--- src/wtcc_pkg.sv ---
// Types, class codes and byte helpers for the word tokenizer.
package wtcc_pkg;

  localparam logic [2:0] CLS_NONLETTER = 3'd0;
  localparam logic [2:0] CLS_LOWER     = 3'd1;
  localparam logic [2:0] CLS_CAPITAL   = 3'd2;
  localparam logic [2:0] CLS_ALLCAPS   = 3'd3;
  localparam logic [2:0] CLS_PASS      = 3'd4;

  localparam int MinWord = 3;

  typedef struct packed {
    logic [7:0] char_code;
    logic       end_of_input;
  } in_beat_t;

  typedef struct packed {
    logic [7:0] token_byte;
    logic [2:0] token_class;
    logic       last_of_token;
  } out_beat_t;

  // Broadcast to every cell of the byte chain.
  typedef struct packed {
    logic       shift;
    logic [7:0] data;
  } cell_ctrl_t;

  function automatic logic is_upper(input logic [7:0] c);
    return (c >= 8'd65) && (c <= 8'd90);
  endfunction

  function automatic logic is_letter(input logic [7:0] c);
    return is_upper(c) || ((c >= 8'd97) && (c <= 8'd122));
  endfunction

endpackage

--- src/wtcc_cell.sv ---
// One byte cell of the token chain: load from the input or take the neighbor's byte.
module wtcc_cell (
  input  logic                 clk_i,
  input  wtcc_pkg::cell_ctrl_t ctrl_i,
  input  logic                 wr_en_i,
  input  logic [7:0]           next_i,
  output logic [7:0]           byte_o
);

  logic [7:0] byte_q, byte_d;

  always_comb begin
    byte_d = byte_q;
    if (wr_en_i) begin
      byte_d = ctrl_i.data;
    end else if (ctrl_i.shift) begin
      byte_d = next_i;
    end
  end

  always_ff @(posedge clk_i) begin
    byte_q <= byte_d;
  end

  assign byte_o = byte_q;

endmodule

--- src/word_tokenizer_case_class.sv ---
// Top level of the word tokenizer with capitalization class.
//
//   channel | valid      | stall       | payload
//   --------+------------+-------------+------------------------------------------
//   in      | in_valid_i | in_stall_o  | in_data_i  (char_code, end_of_input)
//   out     | out_valid_o| out_stall_i | out_data_o (token_byte, token_class, last)
//
// A byte that joins the pending run is written into the next free cell. A
// byte or end mark that closes a run latches its class and starts a drain:
// the byte chain shifts one byte a cycle into the output register while the
// output does not stall. Reset empties the run and the output register; the
// chain bytes need no reset. Output stalls hold the drain; input is stalled
// only while a run drains.
module word_tokenizer_case_class #(
  parameter int TOKEN_LIMIT = 20
) (
  input  logic                clk_i,
  input  logic                rst_ni,
  input  logic                in_valid_i,
  output logic                in_stall_o,
  input  wtcc_pkg::in_beat_t  in_data_i,
  output logic                out_valid_o,
  input  logic                out_stall_i,
  output wtcc_pkg::out_beat_t out_data_o
);

  localparam int RunMax = TOKEN_LIMIT - 1;
  localparam int LenW   = $clog2(TOKEN_LIMIT);

  localparam logic ST_IDLE  = 1'b0;
  localparam logic ST_DRAIN = 1'b1;

  localparam logic [LenW-1:0] RunMaxL  = LenW'(RunMax);
  localparam logic [LenW-1:0] MinWordL = LenW'(wtcc_pkg::MinWord);
  localparam logic [LenW-1:0] OneL     = LenW'(1);

  logic                state_q, state_d;
  logic [LenW-1:0]     len_q, len_d;       // bytes in the pending run
  logic [LenW-1:0]     upc_q, upc_d;       // upper-case letters in the run
  logic [LenW-1:0]     remain_q, remain_d; // bytes still to drain
  logic                first_up_q, first_up_d;
  logic                letters_q, letters_d;
  logic [7:0]          pend_q, pend_d;     // byte that opens the next run
  logic                pend_vld_q, pend_vld_d;
  logic [2:0]          cls_q, cls_d;
  logic                out_valid_q, out_valid_d;
  wtcc_pkg::out_beat_t out_q, out_d;

  logic                 in_acc, eoi, need_emit, out_free, full;
  logic [7:0]           c;
  logic [2:0]           cls_now;
  logic                 app_en;
  logic [LenW-1:0]      app_base;
  wtcc_pkg::cell_ctrl_t ctrl;
  logic [7:0]           cell_byte [RunMax];

  assign in_stall_o = (state_q != ST_IDLE);
  assign in_acc     = in_valid_i && !in_stall_o;
  assign c          = in_data_i.char_code;
  assign eoi        = in_data_i.end_of_input;
  assign full       = (len_q >= RunMaxL);
  assign out_free   = !out_valid_q || !out_stall_i;

  // Close the run on end of input, a full run, or a letter/non-letter switch.
  assign need_emit = (len_q != '0) &&
                     (eoi || full || (wtcc_pkg::is_letter(c) != letters_q));

  // Classify the pending run from its counters.
  always_comb begin
    if (!letters_q) begin
      cls_now = wtcc_pkg::CLS_NONLETTER;
    end else if ((len_q < MinWordL) || (len_q == RunMaxL)) begin
      cls_now = wtcc_pkg::CLS_PASS;
    end else if (upc_q == '0) begin
      cls_now = wtcc_pkg::CLS_LOWER;
    end else if ((upc_q == OneL) && first_up_q) begin
      cls_now = wtcc_pkg::CLS_CAPITAL;
    end else if (upc_q == len_q) begin
      cls_now = wtcc_pkg::CLS_ALLCAPS;
    end else begin
      cls_now = wtcc_pkg::CLS_PASS;
    end
  end

  always_comb begin
    state_d     = state_q;
    len_d       = len_q;
    upc_d       = upc_q;
    remain_d    = remain_q;
    first_up_d  = first_up_q;
    letters_d   = letters_q;
    pend_d      = pend_q;
    pend_vld_d  = pend_vld_q;
    cls_d       = cls_q;
    out_valid_d = out_valid_q && out_stall_i;
    out_d       = out_q;
    ctrl.shift  = 1'b0;
    ctrl.data   = c;
    app_en      = 1'b0;
    app_base    = len_q;

    case (state_q)
      ST_IDLE: begin
        if (in_acc) begin
          if (need_emit) begin
            // Latch the class and hold the new byte until the run drains.
            state_d    = ST_DRAIN;
            remain_d   = len_q;
            cls_d      = cls_now;
            pend_d     = c;
            pend_vld_d = !eoi;
          end else if (!eoi) begin
            app_en = 1'b1;
          end
        end
      end
      ST_DRAIN: begin
        if (out_free) begin
          // Advance the chain one byte into the output register.
          out_valid_d         = 1'b1;
          out_d.token_byte    = cell_byte[0];
          out_d.token_class   = cls_q;
          out_d.last_of_token = (remain_q == OneL);
          ctrl.shift          = 1'b1;
          remain_d            = remain_q - OneL;
          if (remain_q == OneL) begin
            state_d    = ST_IDLE;
            len_d      = '0;
            upc_d      = '0;
            first_up_d = 1'b0;
            letters_d  = 1'b0;
            pend_vld_d = 1'b0;
            // Start the next run with the held byte at the head cell.
            ctrl.data  = pend_q;
            app_base   = '0;
            app_en     = pend_vld_q;
          end
        end
      end
      default: begin
        state_d = ST_IDLE;
      end
    endcase

    if (app_en) begin
      len_d = app_base + OneL;
      if (app_base == '0) begin
        letters_d  = wtcc_pkg::is_letter(ctrl.data);
        first_up_d = wtcc_pkg::is_upper(ctrl.data);
        upc_d      = LenW'(wtcc_pkg::is_upper(ctrl.data));
      end else begin
        upc_d = upc_q + LenW'(wtcc_pkg::is_upper(ctrl.data));
      end
    end
  end

  for (genvar i = 0; i < RunMax; i++) begin : g_cell
    logic [7:0] next_byte;
    if (i < RunMax - 1) begin : g_mid
      assign next_byte = cell_byte[i+1];
    end else begin : g_end
      assign next_byte = cell_byte[i];
    end
    wtcc_cell u_cell (
      .clk_i   (clk_i),
      .ctrl_i  (ctrl),
      .wr_en_i (app_en && (app_base == LenW'(i))),
      .next_i  (next_byte),
      .byte_o  (cell_byte[i])
    );
  end

  always_ff @(posedge clk_i or negedge rst_ni) begin
    if (!rst_ni) begin
      state_q     <= ST_IDLE;
      len_q       <= '0;
      upc_q       <= '0;
      remain_q    <= '0;
      first_up_q  <= 1'b0;
      letters_q   <= 1'b0;
      pend_vld_q  <= 1'b0;
      out_valid_q <= 1'b0;
    end else begin
      state_q     <= state_d;
      len_q       <= len_d;
      upc_q       <= upc_d;
      remain_q    <= remain_d;
      first_up_q  <= first_up_d;
      letters_q   <= letters_d;
      pend_vld_q  <= pend_vld_d;
      out_valid_q <= out_valid_d;
    end
  end

  always_ff @(posedge clk_i) begin
    pend_q <= pend_d;
    cls_q  <= cls_d;
    out_q  <= out_d;
  end

  assign out_valid_o = out_valid_q;
  assign out_data_o  = out_q;

endmodule

--- config.mk ---
export PLATFORM = sky130hd
export DESIGN_NAME = word_tokenizer_case_class
export DESIGN_NICKNAME = d
export VERILOG_FILES = /design/src/wtcc_pkg.sv /design/src/wtcc_cell.sv /design/src/word_tokenizer_case_class.sv
export SDC_FILE = /design/constraint.sdc
export NUM_CORES = 1
export LEC_CHECK = 0
export BUFFER_PORTS_ARGS = -buffer_cell sky130_fd_sc_hd__buf_2
export CAP_MARGIN = 20
export CORE_UTILIZATION = 33
export DETAILED_ROUTE_END_ITERATION = 8
export PLACE_DENSITY_LB_ADDON = 0.15
export SLEW_MARGIN = 20
export SYNTH_ARGS = -nofsm -noshare
export SYNTH_HDL_FRONTEND = slang
export SYNTH_SLANG_ARGS = --single-unit
--- constraint.sdc ---
create_clock -name clk_i -period 9.5 [get_ports clk_i]
set_input_delay 1.9 -clock clk_i [delete_from_list [all_inputs] [get_ports clk_i]]
set_output_delay 1.9 -clock clk_i [all_outputs]
set_load 0.005 [all_outputs]
== Word level (Yosys, flattened, before mapping) ==
Index checks and enable logic that the tools add are counted.

* Bits in registers: 195
* Bits in latches: 0
* Bits in writable memories: 0
* Memory bits (read-only): 0
* Input bits: 13
* Output and inout port bits: 14
* Memories: 0

* Add/subtract/negate cells: 3
* Multiply operators: 0
* Divide/modulo/power cells: 0
* Order comparisons: 10
* Equal/unequal tests: 27
* Shifts and indexed selects: 0
* Muxes and demuxes: 84
* Bitwise gates (word level): 2
* Reduce and logical (&&, ||, !) cells: 68

{| class="wikitable"
|+ Operators by type and width
! kind !! number
|-
| 8-bit 2-to-1 mux || 37
|-
| 5-bit 2-to-1 mux || 12
|-
| 2-bit nonzero test || 21
|-
| 5-bit by 4-bit == test with 1-bit output, second input constant || 8
|-
| 8-bit by 7-bit greater-or-equal comparator with 1-bit output, second input constant || 4
|-
| 8-bit by 7-bit less-or-equal comparator with 1-bit output, second input constant || 4
|-
| 1-bit logical AND || 27
|-
| 1-bit 2-to-1 mux || 25
|-
| 5-bit by 3-bit == test with 1-bit output, second input constant || 4
|-
| 5-bit == test, second input constant || 4
|-
| 9-bit 2-to-1 mux || 2
|-
| 5-bit by 1-bit == test with 1-bit output, second input constant || 3
|-
| 3-bit 2-to-1 mux || 4
|-
| 5-bit by 2-bit == test with 1-bit output, second input constant || 2
|-
| 5-bit logical NOT || 2
|-
| 5-bit case mux with 2 select lines || 1
|-
| 3-bit AND reduction || 3
|-
| 1-bit logical OR || 6
|-
| 1-bit case mux with 2 select lines || 3
|-
| 5-bit by 1-bit adder with 5-bit output || 1
|-
| 5-bit by 1-bit adder with 5-bit output, second input constant || 1
|-
| 5-bit == test || 1
|-
| 5-bit greater-or-equal comparator, second input constant || 1
|-
| 5-bit by 2-bit less-than comparator with 1-bit output, second input constant || 1
|-
| 11 further kinds || 17
|}

== Logic depth before layout (Yosys ltp) ==
Gate-level depths: netlist of run 1.

* Word-level depth: 11
* Depth in mapped cells: 15
* Mapped depth without buffers: 13

== Hierarchy ==
A second synthesis of run 1 with hierarchy kept.

* Cell total of the unflattened synthesis: 603
* Area total of the unflattened synthesis: 9798.1 sq um

{| class="wikitable"
|+ By module, submodules not included
! module !! instances !! cells an instance !! area an instance (sq um) !! sequential area each (sq um)
|-
| wtcc_cell || 19 || 18 || 377.9 || 240.2
|-
| word_tokenizer_case_class || 1 || 261 || 2618.8 || 1191.1
|}

== Least setup slack after synthesis of run 1 ==
Ideal clock, no wire load.

* Kind: input port to flip-flop
* From: input port out_stall_i
* To: register g_cell[17].u_cell.byte_q[0] (data pin)
* Setup time: 0.260 ns
* Arrival: 4.369 ns
* Setup slack: 4.871 ns
* Stages on the path: 12
* Path through: a21bo_2 -> inv_1 -> nand2_1 -> clkbuf_1 -> buf_2 -> nand2_1 -> inv_1 -> ha_1 -> clkbuf_1 -> nand2_1 -> nor4_2 -> mux2_2

* Cells in the longest elaborated chain, start to end: 7
* Elaborated cells on any way between the ends: 11
* Classes of those cells: eq/ne (1); mux (7); reduce/logical (3)

{| class="wikitable"
|+ Ends and longest elaborated chain
! element !! line !! source
|-
| from (decl) || word_tokenizer_case_class.sv:23 || <nowiki>input logic out_stall_i,</nowiki>
|-
| 1-bit logical NOT (*) || word_tokenizer_case_class.sv:62 || <nowiki>assign out_free = !out_valid_q || !out_stall_i;</nowiki>
|-
| 1-bit logical OR (*) || word_tokenizer_case_class.sv:62 ||
|-
| 5-bit 2-to-1 mux || n/a ||
|-
| 5-bit 2-to-1 mux || word_tokenizer_case_class.sv:102 || <nowiki>case (state_q)</nowiki>
|-
| 5-bit == test || word_tokenizer_case_class.sv:167 || <nowiki>.wr_en_i (app_en && (app_base == LenW'(i))),</nowiki>
|-
| 1-bit logical AND || word_tokenizer_case_class.sv:167 ||
|-
| 8-bit 2-to-1 mux (*) || wtcc_cell.sv:14 || <nowiki>if (wr_en_i) begin</nowiki>
|-
| via g_cell[17].u_cell.byte_d[0] || wtcc_cell.sv:10 || <nowiki>logic [7:0] byte_q, byte_d;</nowiki>
|-
| to (signal assigned) || wtcc_cell.sv:22 || <nowiki>byte_q <= byte_d;</nowiki>
|-
| to (decl) || wtcc_cell.sv:10 ||
|}

The timed path passes the listed nets; every way through them passes the cells marked *.
A chain may end at the register's enable or synchronous reset.

== Final worst setup path of run 1 ==
* From: input port out_stall_i
* To: register g_cell[17].u_cell.byte_q[7] (enable)

* Cells in the longest elaborated chain, start to end: 7
* Elaborated cells on any way between the ends: 11
* Classes of those cells: eq/ne (1); mux (6); reduce/logical (4)

{| class="wikitable"
|+ Ends and longest elaborated chain
! element !! line
|-
| 1-bit logical NOT (*) || word_tokenizer_case_class.sv:62
|-
| 1-bit logical OR (*) || word_tokenizer_case_class.sv:62
|-
| 5-bit 2-to-1 mux || n/a
|-
| 5-bit 2-to-1 mux || word_tokenizer_case_class.sv:102
|-
| 5-bit == test || word_tokenizer_case_class.sv:167
|-
| 1-bit logical AND || word_tokenizer_case_class.sv:167
|-
| 2-bit nonzero test (no line) (*) || n/a
|}

Mark *: on every way between the ends. The rest lies on a longest branch, timed or not.

==> reports/results.ini, run 1 <==
[run_status]
status=finished, violations left
violations=DRC

[floorplan]
io_pins=27
die-area_um2=27540
initial_core_util=0.3385
row_count=59
die_h_um=165.9
core_area_um2=26210
die_w_um=165.9

[drt]
routed_wirelength_um=17910
via_per_inst=5.042
drc=4
drt_iter0_drc=330
vias=4871
ant_nets=0
dr.pass1.iters=7
wl_per_cell_um=18.54

[clocking]
cts_root_buffer=clkbuf_16
cts.hold.buffers_added=0
cts-resized-gates=0
cts_buffers=17
clk_pin_slew_ns=0.07
htreeDepth=4
cts_tree=built
numClockSinks=195
cts_buffer_depth=2
insertion_delay_ns=0.42
post_cts_buffers=0

[worst_setup_path]
setup.worst_path.end_class=flop
crit_fanout=21
crit_top_cell=nand2_1
crit_chain=buf_2 > a21bo_2 > inv_1 > nand2_1 > nand2_1 > inv_1 > ha_1 > nand2_1 > nor4_2 > or2_2
arrival_ns=5.39
crit_slowest_cell=nand2_1
cp_num_buf_inv=3
worstPathRequired_ns=9.61
max_stage_delay_ns=0.66
crit_path_start_kind=input pin
r2r_setup_slack_ns=5.11
critPathTopFamily=simple AND/OR/NAND/NOR gates
path_class=in -> reg

[layout]
n_antenna_cell=0
synthToLayoutAreaGrowth_pct=11.72
final_common_cell=edfxtp_1
n_fill_cell=2429
utilization=0.3781
nets=640
final_cell_mix=175 x edfxtp_1, 145 x mux2_2, 55 x nand2_1, 26 x buf_2, 22 x nor2_1
drive_gt1_frac=0.3423

[yosys]
syn-num-nets=620
syn-mean-instance-area_um2=14.83
synth_edf_count=175
ys.warnings.count=0
synth_top_cells_by_area=edfxtp_1 59%, mux2_2 18%, dfrtp_1 5.6%, nand2_1 2.3%, ha_1 1.3%
ys_async_sr_fraction=0.1026
syn_inst=598
yosysTopAreaCellShare=0.5925
syn_area_um2=8870
ys_seq_area_frac=0.6489
synth_cell_types=57
ys_seq_elements=195
synth_flop_cell=edfxtp_1
post-synth-top-area-cell=edfxtp_1

[sta]
rsz0062_at_grt=no
setup_viol=0
tns_ns=0
whs_ns=0.4172
tightest_slew_ns=1.009
hold_viol=0
min_period_ns=5.283
min_period_over_period=0.5561
maxSlewHeadroom=0.3257
slew_violations=0
fmax_mhz=189.3
skew_ns=0.01201

[power]
peakVddDrop_mv=0.1035
power_density_nw_per_um2=297.7
seqPwrFrac=0.510
p_leak_uw=0.003519
switching_power_uw=864.8
power_frac_comb=0.244
switching_share=0.2931
clockPowerShare=0.246
p_int_uw=2086

[global_routing]
grt_max_degree=22
grt.overflow.total=0
antenna_found_initial=2
grt.total_usage=0.1361
grt_pass1_wl_um=28770
grt_pass1_vias=5079

[hold_path]
min_path_type=reg -> reg

[placed_design]
dp_hpwl_um=11810
gp_congestion=0.8019
io_buffers=26

[flow_run]
maxCapViolCount=0

path summary, 6_finish.rpt:
check / start / endpoint / depth (start not counted)
worst min-delay path: g_cell[0].u_cell.byte_o[6] / out_data_o[10] / 0
worst max-delay path: out_stall_i / g_cell[17].u_cell.byte_o[7] / 10
min in group asynchronous: rst_ni / remain_q[0] / 1
worst max register to register: in_stall_o / g_cell[17].u_cell.byte_o[7] / 9
worst min register to register: g_cell[0].u_cell.byte_o[6] / out_data_o[10] / 0
max in group asynchronous: rst_ni / upc_q[0] / 1
sequential cells by signal, summed over array words and instances (netlist names), 3 cells and up:
signal / flops
cls_q: 3
g_cell.u_cell.byte_o: 152
len_q: 5
out_data_o: 12
pend_q: 8
remain_q: 5
upc_q: 5
Yosys cell counts (4+ instances only):
master,n
a31oi_1,4
nand3_1,21
nor2b_1,6
clkbuf_1,19
xor2_1,5
buf_2,5
a21oi_1,10
nor2_1,23
edfxtp_1,175
ha_1,9
nand2_1,55
nor3_1,11
inv_1,12
dfrtp_1,20
o21ai_0,10
or2_2,6
mux2_2,145
layer usage:
metal,up-vias,track usage,wire length [um],part of all wire
met3,10,0.03599,663,0.037
met4,0,0.03495,130,0.0073
met2,81,0.2273,8836,0.49
li1,2315,-,-,-
met5,-,0,0,0
met1,2465,0.1747,8282,0.46
per-stage QoR:
stage	std cells	power [uW]	setup WS, ns	instance area [um2]
2_1_floorplan	598	2024	4.871	8870
3_3_place_gp	934	2223	3.951	9315
3_5_place_dp	934	2251	3.707	9318
4_1_cts	966	2989	4.175	9910
5_1_grt	966	3119	3.815	9910
6_report	966	2950	4.217	9910
cells by family after synthesis:
group | count (synthesis) | synth area share
mux | 147 | 0.1865
buf+inv | 39 | 0.01848
simple gates | 143 | 0.08083
xor+xnor | 8 | 0.007900
fa+ha+maj | 9 | 0.01270
compound gates | 57 | 0.04472
flops | 195 | 0.6489
power groups by stage:
stage               logic (uW)  clock network [uW]  registers [uW]
floorplan                  572                   0            1450
global placement           708                   0            1510
detailed placement         727                   0            1520
CTS                        732                 751            1510
global route               806                 779            1530
finish                     719                 727            1500
cell type report:
type	count	area, um2	share of cell area
sequential	195	5756	0.5808
clock buffer	19	432.9	0.04369
multi-input combinational	364	2953	0.2980
tap	335	419.2	0.04230
inverter	12	45.04	0.004545
timing repair buffer	28	145.1	0.01465
clock inverter	13	158.9	0.01604
Note: power is estimated with default switching activity, not from simulation.
==> run 2: changes to the inputs <==
- clock period: 9.5 -> 4.2 ns (I/O delays scaled with it)
==> run 2 against run 1 <==
Against the previous run: hold slack got worse by 0.051 ns; non-clock buffer count grew 8; power grew 130%; worst setup slack worse by 3.5 ns; the run still ends with DRC left; cell count is 0.83% higher; clock skew increased by 0.0015 ns; first-iteration DRC count down 7.6%; critical endpoint is now upc_q[4]; flip-flop and latch count unchanged; sequential share of layout area down 0.55 points.
==> reports/results.ini, run 2 (synthesis results as in run 1) <==
[global_routing]
grt_pass1_wl_um=28370
grt_pass1_vias=5119
grt_max_degree=22
grt.total_usage=0.1324
grt.overflow.total=0
antenna_found_initial=0

[floorplan]
core_area_um2=26210
io_pins=27
die-area_um2=27540
row_count=59
die_h_um=165.9
initial_core_util=0.3385
die_w_um=165.9

[sta]
rsz0062_at_grt=no
setup_viol=0
slew_violations=0
min_period_over_period=0.8288
min_period_ns=3.481
tns_ns=0
tightest_slew_ns=0.9922
fmax_mhz=287.3
skew_ns=0.01355
hold_viol=0
maxSlewHeadroom=0.3369

[drt]
drc=4
vias=4918
wl_per_cell_um=17.69
ant_nets=0
routed_wirelength_um=17230
dr.pass1.iters=7
drt_iter0_drc=305
via_per_inst=5.049

[power]
p_leak_uw=0.003579
power_density_nw_per_um2=677.4
design_power_total_uw=6777
peakVddDrop_mv=0.2574

[hold_path]
min_path_type=in -> async

[layout]
n_antenna_cell=0
regArea_um2=5756
nets=648
n_fill_cell=2437
final_common_cell=edfxtp_1
drive_gt1_frac=0.3521
synthToLayoutAreaGrowth_pct=12.79
largest_reg_flops=152
multi_input_area_um2=2950
utilization=0.3818
final_cell_mix=175 x edfxtp_1, 145 x mux2_2, 55 x nand2_1, 26 x buf_2, 23 x nor2_1

[clocking]
cts_tree=built
insertion_delay_ns=0.43
cts.hold.buffers_added=0
htreeDepth=4
cts_root_buffer=clkbuf_16
clk_pin_slew_ns=0.08
numClockSinks=195
cts_buffers=17
cts_buffer_depth=2
post_cts_buffers=0
cts-resized-gates=0

[worst_setup_path]
crit_path_start_kind=flop
setup.worst_path.end_class=flop
crit_slowest_cell=a2111oi_0
path_class=reg -> reg
arrival_ns=3.83
worstPathRequired_ns=4.55
max_stage_delay_ns=0.62
ff2ff_path_depth=11
crit_chain=inv_1 > ha_1 > or4b_1 > nor2_1 > mux2_2 > a2111oi_0 > ha_1 > ha_1 > nand3_1 > xor2_1 > o2bb2ai_1
crit_top_cell=ha_1
crit_fanout=20

[placed_design]
gp_congestion=0.8193
io_buffers=26
dp_hpwl_um=11660

[flow_run]
maxCapViolCount=0

[run_status]
violations=DRC
status=finished, violations left

## run 2: changes by cell type in the layout (fill, tap and decap cells not counted), sizes merged
cell    delta
clkbuf     -1
clkinv     -4
inv        +4
bufinv     +1
buf        +8
## run 2: worst max-delay path: cells and delay by family, from the launching register on
family / cells / cell delay [ns]
simple gates: 3 / 0.84
mux: 1 / 0.52
compound gates: 2 / 0.75
fa+ha+maj: 3 / 0.65
flops: 1 / 0.38
buf+inv: 1 / 0.10
xor+xnor: 1 / 0.16
## run 2: path summary, 6_finish.rpt
check	start	end	slack [ns]
max reg2reg	remain_q[1]	upc_q[4]	0.72
max in group asynchronous	rst_ni	first_up_q	3.49
min in group clk_i	cls_q[0]	out_data_o[1]	0.42
max	remain_q[1]	upc_q[4]	0.72
min reg2reg	cls_q[0]	out_data_o[1]	0.42
min	rst_ni	remain_q[0]	0.37
## run 2: cell type report
| type | instances | area share |
|---|---|---|
| multi-input cells | 364 | 0.2949 |
| repair buffers | 36 | 0.02051 |
| well taps | 335 | 0.04190 |
| clock buffers | 18 | 0.04290 |
| inverters | 12 | 0.004502 |
| flip-flops and latches | 195 | 0.5753 |
| clock inverters | 14 | 0.02001 |
## run 2: stage by stage
stage	hold slack, ns	cell area (um2)	worst slack, ns	std cells
final	0.3664	10000	0.7191	974
after floorplan	0.4003	8870	0.6312	598
after global routing	0.3847	10000	0.4893	974
after detailed placement	0.4054	9375	0.6290	942
after CTS	0.3696	10000	0.7267	974
after global placement	0.4034	9375	0.7199	942
## run 2: per-layer routing
layer  track usage  vias up  wire length (um)
met3       0.03289       14               582
met2        0.2168       86              8243
met4       0.03941        0               218
met5             0        -                 0
met1        0.1729     2485              8183
li1              -     2333                 -
## run 2: power breakdown
group          internal, uW  total (uW)  leakage [uW]  switching (uW)
Combinational           695        1650       0.00135             950
Sequential             3100        3380       0.00193             281
Clock                  1010        1750      0.000305             738
==> run 3: changes to the inputs <==
- clock period: 4.2 -> 2.9 ns (I/O delays scaled with it)
==> run 3 against run 2 <==
Against the previous run: the run still ends with DRC left; non-clock buffer count grew 59; worst setup slack lost 0.68 ns; die area is the same; flip-flop and latch count is the same; count of clock-buffer cells in the layout is the same; first-iteration DRC count shrank 19%; critical path depth grew 1; largest power group unchanged; highest routed layer unchanged.
==> reports/results.ini, run 3 (synthesis results as in run 1) <==
[run_status]
status=finished, violations left
violations=DRC

[worst_setup_path]
r2r_setup_slack_ns=0.04
critPathTopFamily=simple AND/OR/NAND/NOR gates
crit_top_cell=ha_4
cp_num_buf_inv=2
ff2ff_path_depth=12
cp.depth=12
setup.worst_path.end_class=flop
crit_fanout=3
regToRegStartpoint=remain_q[1]
crit_path_start_kind=flop
worstPathRequired_ns=3.25
max_stage_delay_ns=0.48
path_class=reg -> reg
crit_chain=inv_2 > ha_4 > or4b_4 > nor2_4 > buf_6 > mux2_4 > a2111oi_4 > ha_2 > ha_4 > nand3_2 > xor2_1 > o2bb2ai_1
crit_slowest_cell=or4b_4
arrival_ns=3.21
r2r-end=upc_q[4]

[placed_design]
io_buffers=26
gp_congestion=0.8142
dp_hpwl_um=12390
place_ws_ns=-0.08474

[floorplan]
row_count=59
die_h_um=165.9
die-area_um2=27540
die_w_um=165.9
io_pins=27
core_area_um2=26210
initial_core_util=0.3385

[sta]
hold_viol=0
skew_ns=0.01049
min_period_over_period=0.9873
rsz0062_at_grt=yes
layout_setup_ws_ns=0.03670
min_period_ns=2.863
tns_ns=0
setup_viol=0
tightest_slew_ns=0.5698
slew_violations=0
fmax_mhz=349.2
maxSlewHeadroom=0.6201

[clocking]
cts.hold.buffers_added=0
cts_buffer_depth=2
htreeDepth=4
cts_buffers=17
numClockSinks=195
cts_tree=built
clk_pin_slew_ns=0.07
cts_root_buffer=clkbuf_16
insertion_delay_ns=0.43

[power]
peakVddDrop_mv=0.3963
power_density_nw_per_um2=954.6
p_leak_uw=0.003941

[flow_run]
maxCapViolCount=0

[drt]
vias=5126
wl_per_cell_um=17.44
met1Wirelength_um=8491
routed_wirelength_um=18030
dr_wl_met3_um=476
drt_iter0_drc=246
ant_nets=0
dr.pass1.iters=6
via_per_inst=4.957
drc=2
top_layer=met4
wl_met2_um=8782

[global_routing]
grt_pass1_vias=5390
antenna_found_initial=0
grt_pass1_wl_um=29280
grt.overflow.total=0
grt_max_degree=21
grt.total_usage=0.1371

[layout]
final_common_cell=edfxtp_1
nets=708
final_cell_mix=175 x edfxtp_1, 135 x mux2_2, 60 x buf_4, 47 x nand2_1, 26 x buf_2
n_antenna_cell=0
largest_reg_flops=152
synthToLayoutAreaGrowth_pct=21.27
drive_gt1_frac=0.4421

[hold_path]
min_path_type=in -> async

## run 3: cell count changes in the layout (fill, tap and decap cells not counted), moves of 4 or more
cell | before | now
mux2_4 | 0 | 10
buf_12 | 0 | 6
buf_4 | 10 | 60
nand2_4 | 0 | 4
ha_1 | 9 | 3
ha_4 | 0 | 4
mux2_2 | 145 | 135
nand2_1 | 55 | 47
inv_1 | 12 | 8
## run 3: metal layers
metal	vias to the layer above	GRT usage
li1	2457	-
met1	2577	0.1763
met2	69	0.2297
met3	23	0.02788
met4	0	0.04754
met5	-	0
## run 3: final cells by class
type / instances / area (um2)
flip-flops and latches: 195 / 5756
fillers: 2358 / 15450
inverters: 12 / 53.80
clock inverters: 14 / 176.4
repair buffers: 95 / 734.5
well taps: 335 / 419.2
multi-input cells: 365 / 3188
clock buffers: 18 / 429.2
## run 3: worst reg2reg max path: stages, from the launching register on
cell	delay, ns
dfrtp_1	0.39
inv_2	0.08
ha_4	0.11
or4b_4	0.48
nor2_4	0.12
buf_6	0.11
mux2_4	0.31
a2111oi_4	0.36
ha_2	0.28
ha_4	0.15
nand3_2	0.08
xor2_1	0.16
o2bb2ai_1	0.15
## run 3: stage by stage
stage	area, um2	hold slack [ns]	std cells	utilization	power (uW)
floorplan	9005	0.2844	598	-	6740
global placement	9960	0.4045	996	0.3800	7701
detailed placement	9960	0.4077	996	0.3800	7773
CTS	10600	0.08582	1028	0.4043	10260
global route	10760	0.1143	1034	0.4105	10840
finish	10760	0.09377	1034	0.4105	10270
## run 3: how the worst max path moves through the flow
stage,start,to,slack [ns]
2_1_floorplan,remain_q[1],g_cell[17].u_cell.byte_o[0],-0.08
4_1_cts,remain_q[1],upc_q[4],-0.03
3_3_place_gp,remain_q[1],upc_q[4],0.002
5_1_grt,remain_q[1],upc_q[4],-0.11
6_report,remain_q[1],upc_q[4],0.04
3_5_place_dp,remain_q[1],upc_q[4],-0.08
## run 3: repair_timing
| item | in CTS | in global routing |
|---|---|---|
| cloned | 0 | 1 |
| resized for setup | 6 | 24 |
| pin swaps | 1 | 6 |
| buffers inserted | 0 | 5 |
| setup endpoints to repair | 42 | 124 |
## run 3: report_power, final
part	leakage [uW]	total (uW)	internal, uW	switching, uW
registers	0.00193	4810	4500	317
logic	0.00173	3000	1340	1670
clock network	0.000287	2450	1370	1080
